$ cat config.mk
export PLATFORM = sky130hd
export DESIGN_NAME = keccak_multirate_padder
export DESIGN_NICKNAME = d
export VERILOG_FILES = /design/src/kmp_pkg.sv /design/src/kmp_pad_logic.sv /design/src/keccak_multirate_padder.sv
export SDC_FILE = /design/constraint.sdc
export NUM_CORES = 1
export LEC_CHECK = 0
export CAP_MARGIN = 0
export CELL_PAD_IN_SITES_DETAIL_PLACEMENT = 2
export CELL_PAD_IN_SITES_GLOBAL_PLACEMENT = 2
export CORE_MARGIN = 2
export CORE_UTILIZATION = 35
export DETAILED_ROUTE_END_ITERATION = 16
export DONT_BUFFER_PORTS = 1
export GPL_TIMING_DRIVEN = 0
export HOLD_SLACK_MARGIN = 0.05
export PLACE_DENSITY_LB_ADDON = 0.1
export SYNTH_ARGS = -nofsm -noshare
export SYNTH_HDL_FRONTEND = slang
export SYNTH_HIERARCHICAL = 1
export SYNTH_SLANG_ARGS = --single-unit
$ cat constraint.sdc
create_clock -name clock -period 11 [get_ports clock]
set_clock_uncertainty 0.15 [all_clocks]
set_input_delay 0.55 -clock clock [delete_from_list [all_inputs] [get_ports clock]]
set_output_delay 0.55 -clock clock [all_outputs]
set_load 0.02 [all_outputs]
$ cat src/kmp_pkg.sv
// Shared types, constants and helpers for the Keccak multi-rate padder.
// No dependencies; every other file imports this package.
package kmp_pkg;

   // Rate limits and reset value (bits)
   localparam int MAX_RATE_BITS_DEF = 1600;
   localparam int RATE_MIN = 3;
   localparam logic [10:0] RATE_RESET = 11'd1088;

   // Padding phase
   typedef enum logic [1:0] {
      PH_READY   = 2'd0,
      PH_STARTED = 2'd1,
      PH_DONE    = 2'd2
   } phase_type;

   // Input beat
   typedef struct packed {
      logic [7:0]  data_byte;
      logic [10:0] used_bits;
   } req_type;

   // Result beat
   typedef struct packed {
      logic [7:0] out_byte;
      logic       block_produced;
      logic       last_of_block;
      logic       range_error;
   } rsp_type;

   // Per-beat status handed from the pad logic to the phase control
   typedef struct packed {
      logic last;
      logic err;
      logic one_left;
   } stat_type;

   // Clamp a written rate into [RATE_MIN, max_rate]
   function automatic logic [10:0] sat_rate(input logic [10:0] r, input logic [10:0] max_rate);
      logic [10:0] v;
      v = r;
      if (v < 11'(RATE_MIN)) v = 11'(RATE_MIN);
      if (v > max_rate) v = max_rate;
      return v;
   endfunction

endpackage

$ cat src/kmp_pad_logic.sv
// Combinational pad10*1 byte logic: forms one padded byte from the registered beat.
// Depends on kmp_pkg.
module kmp_pad_logic
   import kmp_pkg::*;
#(
   parameter int POS_W = 8
) (
   input  req_type     req,
   input  logic [10:0] rate,
   input  phase_type   phase,
   input  logic [POS_W-1:0] pos,
   output rsp_type     rsp,
   output stat_type    stat,
   output logic [POS_W-1:0] pos_next
);

   logic [10:0]      rate_m1;
   logic [7:0]       nb;
   logic [POS_W-1:0] pos_e;
   logic [7:0]       pos_x;
   logic [7:0]       lb;
   logic [2:0]       bits;
   logic [7:0]       end_bit;
   logic [7:0]       part_byte;
   logic [7:0]       ob;
   logic             produced;
   logic             last;
   logic             err;
   logic             one_left;

   // Block geometry and message split
   always_comb begin
      rate_m1  = rate - 11'd1;
      nb       = 8'((rate + 11'd7) >> 3);
      pos_e    = (8'(pos) >= nb) ? '0 : pos;
      pos_x    = 8'(pos_e);
      last     = (pos_x == (nb - 8'd1));
      err      = (req.used_bits >= rate);
      lb       = req.used_bits[10:3];
      bits     = req.used_bits[2:0];
      one_left = ((req.used_bits + 11'd1) == rate);
      end_bit  = 8'd1 << rate_m1[2:0];
      // shift the partial byte down; a full shift of eight clears it
      part_byte = (req.data_byte >> (4'd8 - {1'b0, bits})) | (8'd1 << bits);
   end

   // Byte selection by phase
   always_comb begin
      ob       = req.data_byte;
      produced = 1'b0;
      if (!err) begin
         unique case (phase)
            PH_DONE: begin
               ob       = req.data_byte;
               produced = 1'b0;
            end
            PH_STARTED: begin
               ob       = last ? end_bit : 8'd0;
               produced = 1'b1;
            end
            default: begin
               priority if (pos_x < lb) begin
                  ob = req.data_byte;
               end else if (pos_x == lb) begin
                  ob = part_byte;
               end else begin
                  ob = 8'd0;
               end
               if (last && !one_left) ob = ob | end_bit;
               produced = 1'b1;
            end
         endcase
      end
   end

   // Drive result and status
   always_comb begin
      rsp.out_byte       = ob;
      rsp.block_produced = produced;
      rsp.last_of_block  = last;
      rsp.range_error    = err;
      stat.last          = last;
      stat.err           = err;
      stat.one_left      = one_left;
      pos_next           = last ? '0 : (pos_e + POS_W'(1));
   end

endmodule

$ cat src/keccak_multirate_padder.sv
// Top level of the Keccak pad10*1 multi-rate padder: input register, pad logic,
// result register, phase control. Depends on kmp_pkg and kmp_pad_logic.
//
// The padder takes one byte of the final message block per beat and returns one padded
// byte per beat. It accepts a beat every cycle while results are taken; results are
// registered: the beat is captured in the input register when it is accepted and its
// padded byte in the result register once the result slot is free. While a result waits,
// the input register still takes one more beat before the input side stalls. The block
// is ceil(rate/8) bytes long; last_of_block marks its final byte, and the phase (ready,
// started, done) advances only after that byte. Write csr_wdata with csr_we to set the
// rate (clamped to 3..MAX_RATE_BITS); a write also restarts the byte position.
// Write the rate only while no beat is in flight.
module keccak_multirate_padder
   import kmp_pkg::*;
#(
   parameter int MAX_RATE_BITS = MAX_RATE_BITS_DEF
) (
   input  logic        clock,
   input  logic        reset,
   input  logic        req_valid,
   output logic        req_ready,
   input  req_type     req_data,
   output logic        rsp_valid,
   input  logic        rsp_ready,
   output rsp_type     rsp_data,
   input  logic        csr_we,
   input  logic [10:0] csr_wdata
);

   localparam int NB_MAX = (MAX_RATE_BITS + 7) / 8;
   localparam int POS_W = $clog2(NB_MAX + 1);
   localparam logic [10:0] MAX_RATE = 11'(MAX_RATE_BITS);
   localparam logic [10:0] RATE_INIT = sat_rate(RATE_RESET, MAX_RATE);

   logic             s1_valid_ff, s1_valid_in;
   req_type          s1_data_ff;
   logic             rsp_valid_ff, rsp_valid_in;
   rsp_type          rsp_data_ff;
   logic [10:0]      rate_ff, rate_in;
   phase_type        phase_ff, phase_in;
   logic [POS_W-1:0] pos_ff, pos_in;
   logic             s1_adv;
   rsp_type          rsp_calc;
   stat_type         stat;
   logic [POS_W-1:0] pos_next;

   // Handshake: move the registered beat on when the result slot is free
   assign s1_adv    = s1_valid_ff && (!rsp_valid_ff || rsp_ready);
   assign req_ready = !s1_valid_ff || s1_adv;
   assign rsp_valid = rsp_valid_ff;
   assign rsp_data  = rsp_data_ff;

   kmp_pad_logic #(
      .POS_W (POS_W)
   ) u_pad (
      .req      (s1_data_ff),
      .rate     (rate_ff),
      .phase    (phase_ff),
      .pos      (pos_ff),
      .rsp      (rsp_calc),
      .stat     (stat),
      .pos_next (pos_next)
   );

   // Next phase: change only after a clean last byte
   always_comb begin
      phase_in = phase_ff;
      if (s1_adv && stat.last && !stat.err) begin
         unique case (phase_ff)
            PH_STARTED: phase_in = PH_DONE;
            PH_DONE:    phase_in = PH_READY;
            default:    phase_in = stat.one_left ? PH_STARTED : PH_DONE;
         endcase
      end
   end

   // Next values of the pipeline, position and rate
   always_comb begin
      s1_valid_in  = req_ready ? req_valid : s1_valid_ff;
      rsp_valid_in = s1_adv ? 1'b1 : (rsp_ready ? 1'b0 : rsp_valid_ff);
      rate_in      = csr_we ? sat_rate(csr_wdata, MAX_RATE) : rate_ff;
      priority if (csr_we) begin
         pos_in = '0;
      end else if (s1_adv) begin
         pos_in = pos_next;
      end else begin
         pos_in = pos_ff;
      end
   end

   // Control registers
   always_ff @(posedge clock) begin
      if (reset) begin
         s1_valid_ff  <= 1'b0;
         rsp_valid_ff <= 1'b0;
         rate_ff      <= RATE_INIT;
         phase_ff     <= PH_READY;
         pos_ff       <= '0;
      end else begin
         s1_valid_ff  <= s1_valid_in;
         rsp_valid_ff <= rsp_valid_in;
         rate_ff      <= rate_in;
         phase_ff     <= phase_in;
         pos_ff       <= pos_in;
      end
   end

   // Payload registers: capture on accept, hold otherwise
   always_ff @(posedge clock) begin
      if (req_valid && req_ready) s1_data_ff <= req_data;
      if (s1_adv) rsp_data_ff <= rsp_calc;
   end

   // Position always stays inside the current block
   a_pos_in_block: assert property (@(posedge clock) disable iff (reset)
      ((11'(pos_ff) + 11'd1) <= ((rate_ff + 11'd7) >> 3)))
      else $error("byte position outside block");

   // Effective rate stays within its clamp
   a_rate_range: assert property (@(posedge clock) disable iff (reset)
      (rate_ff >= 11'(RATE_MIN)) && (rate_ff <= MAX_RATE))
      else $error("rate outside clamp range");

   // Phase holds unless a last byte moves on
   a_phase_hold: assert property (@(posedge clock) disable iff (reset)
      (!(s1_adv && stat.last)) |=> $stable(phase_ff))
      else $error("phase changed mid-block");

   // Rate write restarts the block
   a_csr_restart: assert property (@(posedge clock) disable iff (reset)
      csr_we |=> (pos_ff == '0))
      else $error("position not cleared by rate write");

endmodule

==> summary.md <==
| Metric | Value |
|---|---|
| Result of the run | `completed` |
| Via-per-instance ratio | `5.63` |
| H-Tree Depth | `2` |
| Setup crit end kind | `register` |
| Full die area | `between 10,000 and 15,000 um^2` |
| Maximum number of pins on one net before global-route repair | `20` |
| Number of vias in the routed layout | `3,879` |
| Number of nets in the synthesized netlist | `577` |
| Post-synthesis cell count | `about 510` |
| Port bufs | `0` |
| Count of final setup violators | `0` |
| Total Routing Usage GR | `21.4%` |
| Worst-case vdd ir drop | `56.7 uV` |
| Actual slew at the worst max-slew pin | `~1200 ps` |
| Total power per unit cell area | `113 nW/um^2` |
| Wire length of the first global-routing pass | `22,300 um` |
| Total clock buffers created by CTS | `5` |
| Synth warnings | `6` |
| Clock Tree Root | `sky130_fd_sc_hd__clkbuf_16` |
| Cell row count | `41` |
| Total of hold buffers inserted after clock tree synthesis | `0` |
| Final net count | `~600` |
| Worst EP arrival | `6850 ps` |
| Maximum achievable frequency | `144 MHz` |
| Biggest fanout along the worst timing path | `10` |
| Post-Route Hold Slack | `198 ps` |
| Area Growth Syn to Fin | `8.66%` |
| Seq/Total Area, Yosys | `between 30% and 40%` |
| Clock slew seen by the registers of the worst setup and hold paths | `70 ps` |
| Fill cells | `1,439` |
| Number of register bits inferred by synthesis | `53` |
| EDFF count, synth | `30` |
| Max Cap Viol | `0` |
| Vertical die dimension | `117 um` |
| Effective utilization at floorplan | `35.4%` |
| Initial antenna violation count | `0` |
| Worst slew margin relative to its limit | `22.1%` |
| Synthesized area divided by synthesized cell count | `8.71 um^2` |
| Latest clock arrival within the worst-skew pair | `approximately 300 ps` |
| Share of flip-flops with an asynchronous set or reset | `0%` |
| DRC marker count from the first detailed-route iteration | `93` |
| Routability congestion estimate | `0.823` |
| Overall overflow remaining after global route | `0` |
| Unrepaired setup endpoints after global routing | `false` |
| TritonCTS clock tree | `built` |
| Detailed Place HPWL | `11,300 um` |
| Drt first pass iters | `4` |
| Critical Path RT | `10,910 ps` |
| Number of clock sinks | `53` |
| DRC violation count after routing | `0` |
| Routed wirelength normalized by instance count | `roughly 20 um` |
| Overall die width | `roughly 120 um` |
| Setup TNS | `0 ps` |
| Post-synth top flop | `sky130_fd_sc_hd__edfxtp_1` |
| Count of final hold-check violations | `0` |
| Post-DRT Antenna Nets | `0` |
| Final critical-path share of the clock period | `a little over three fifths` |
| Antenna diode count | `0` |
| Number of buffers between clock root and the deepest sink | `2` |
| Total Routed Length | `14,100 um` |
| Time the final worst path needs with I/O delays and setup | `6940 ps` |
| Kind of start point of the critical path | `register` |
| Core ar. | `~13,000 um^2` |
| Number of pins exceeding their max-slew limit in the final report | `0` |
| Number of resized instances in the post-cts repair step | `0` |
| Leakage power figure | `1.89 nW` |
| Vias in the first global route | `4,144` |
| Number of distinct library cell variants in the gate-level netlist after synthesis | `72` |
| Type of the worst min-delay path | `in -> reg` |
| Fraction of layout instances using a drive strength above 1 | `between 7 and 8%` |
| Number of primary I/O pins | `between 40 and 50` |
| Postcts setup bufs | `0` |
| Synth Cell Area | `about 4400 um^2` |
| Critical path type | `reg -> reg` |
==> where the power goes <==
group,total [mW],switching [mW],internal [mW]
combinational,0.123,0.0729,0.0502
sequential,0.238,0.0155,0.223
clock,0.181,0.0735,0.108
total,0.542,0.162,0.381
==> metal layers <==
| metal | part of all wire [%] | up-vias | global-route usage (%) |
|---|---|---|---|
| met2 | 52 | 39 | 38.3 |
| met1 | 45 | 1946 | 27.3 |
| li1 | - | 1880 | - |
| met4 | 1.5 | 0 | 5.10 |
| met5 | 0 | - | 0 |
| met3 | 2.1 | 14 | 3.22 |
==> flip-flops by register name (all words and copies together), names as in the netlist <==
register	flops
s1_valid_ff	1
rsp_valid	1
s1_data_ff	19
rate_ff	11
rsp_data	11
pos_ff	8
phase_ff	2
==> synthesized netlist by cell type, drive strengths merged (4+ instances only) <==
| cell type | count | share of area (%) |
|---|---|---|
| a221oi | 9 | 1.8 |
| nand2b | 6 | 0.85 |
| a22o | 7 | 1.4 |
| xnor2 | 24 | 4.7 |
| dfxtp | 23 | 10 |
| buf | 16 | 2.4 |
| mux4 | 4 | 2.0 |
| o21ai | 14 | 1.6 |
| or3 | 6 | 1.1 |
| and2 | 5 | 0.71 |
| nor2b | 12 | 1.7 |
| nor3 | 19 | 2.1 |
| xor2 | 6 | 1.2 |
| nand3 | 29 | 3.3 |
| nor2 | 37 | 3.1 |
| a211oi | 11 | 2.1 |
| nand2 | 35 | 3.0 |
| ha | 33 | 9.3 |
| and3 | 6 | 0.85 |
| mux2i | 14 | 3.2 |
| a21o | 11 | 1.9 |
| nand4 | 8 | 1.3 |
| clkbuf | 19 | 1.6 |
| a21oi | 29 | 3.3 |
| edfxtp | 30 | 20 |
| inv | 34 | 2.9 |
==> placed cells by master, fill, tap and decap left out, types with 10 or more instances in the layout <==
master                      n
sky130_fd_sc_hd__a21o_1    10
sky130_fd_sc_hd__a21oi_1   29
sky130_fd_sc_hd__clkbuf_1  19
sky130_fd_sc_hd__dfxtp_1   23
sky130_fd_sc_hd__edfxtp_1  30
sky130_fd_sc_hd__ha_1      33
sky130_fd_sc_hd__inv_1     33
sky130_fd_sc_hd__mux2i_1   14
sky130_fd_sc_hd__nand2_1   35
sky130_fd_sc_hd__nand3_1   29
sky130_fd_sc_hd__nor2_1    37
sky130_fd_sc_hd__nor2b_1   12
sky130_fd_sc_hd__nor3_1    19
sky130_fd_sc_hd__o21ai_0   12
sky130_fd_sc_hd__xnor2_1   24
==> kinds of logic (layout without fill, tap and decap cells) <==
group	Yosys count	in the layout	share of synthesized area (%)
mux	19	19	5.45
simple gates	178	178	20.8
xor+xnor	30	30	5.93
buf+inv	70	78	6.97
fa+ha+maj	33	33	9.31
compound gates	126	126	20.8
flops	53	53	30.7
==> layout make-up <==
| type | count | area (um^2) | share of cell area (%) |
|---|---|---|---|
| well taps | 172 | 215 | 4.47 |
| multi-input cells | 386 | 2760 | 57.4 |
| inverters | 35 | 133 | 2.75 |
| clock inverters | 3 | 43.8 | 0.909 |
| clock buffers | 5 | 125 | 2.60 |
| plain buffers | 35 | 176 | 3.66 |
| flip-flops and latches | 53 | 1360 | 28.3 |
==> worst paths after layout <==
check,depth (start not counted),slack [ps],endpoint,startpoint
setup reg to reg,24,4060,rsp_data[10],rate_ff[2]
setup / recovery,24,4060,rsp_data[10],rate_ff[2]
hold reg to reg,2,310,pos_ff[3],pos_ff[3]
hold / removal,0,200,s1_data_ff[11],req_data[11]
==> stage by stage <==
| stage | instance area (um^2) | util (%) | total power [mW] | instances | setup WS (ps) |
|---|---|---|---|---|---|
| floorplan | 4430 | - | 0.330 | 509 | 5460 |
| global route | 4820 | 38.5 | 0.571 | 689 | 3440 |
| detailed placement | 4650 | 37.1 | 0.364 | 681 | 4050 |
| finish | 4820 | 38.5 | 0.542 | 689 | 4060 |
| CTS | 4820 | 38.5 | 0.550 | 689 | 4020 |
| global placement | 4650 | 37.1 | 0.359 | 681 | 4220 |
==> worst max-delay path: stages (launching register included) <==
cell and delay (ps):
sky130_fd_sc_hd__dfxtp_1 350, sky130_fd_sc_hd__buf_2 200, sky130_fd_sc_hd__or3_1 410, sky130_fd_sc_hd__nor2_1 270, sky130_fd_sc_hd__nor2_1 150, sky130_fd_sc_hd__ha_1 280
sky130_fd_sc_hd__nand2b_1 190, sky130_fd_sc_hd__o311ai_0 280, sky130_fd_sc_hd__o21ai_0 140, sky130_fd_sc_hd__a2111o_1 400, sky130_fd_sc_hd__a21oi_1 180, sky130_fd_sc_hd__nor2_1 110
sky130_fd_sc_hd__clkbuf_1 280, sky130_fd_sc_hd__nor2b_1 270, sky130_fd_sc_hd__ha_1 280, sky130_fd_sc_hd__nor2b_1 130, sky130_fd_sc_hd__o21ai_0 140, sky130_fd_sc_hd__nand2b_1 80
sky130_fd_sc_hd__a21oi_1 140, sky130_fd_sc_hd__nor2_1 60, sky130_fd_sc_hd__a211oi_1 940, sky130_fd_sc_hd__nor3_1 380, sky130_fd_sc_hd__a221oi_1 560, sky130_fd_sc_hd__o22ai_1 130
sky130_fd_sc_hd__and3b_1 200
Note: power is estimated with default switching activity, not from simulation.
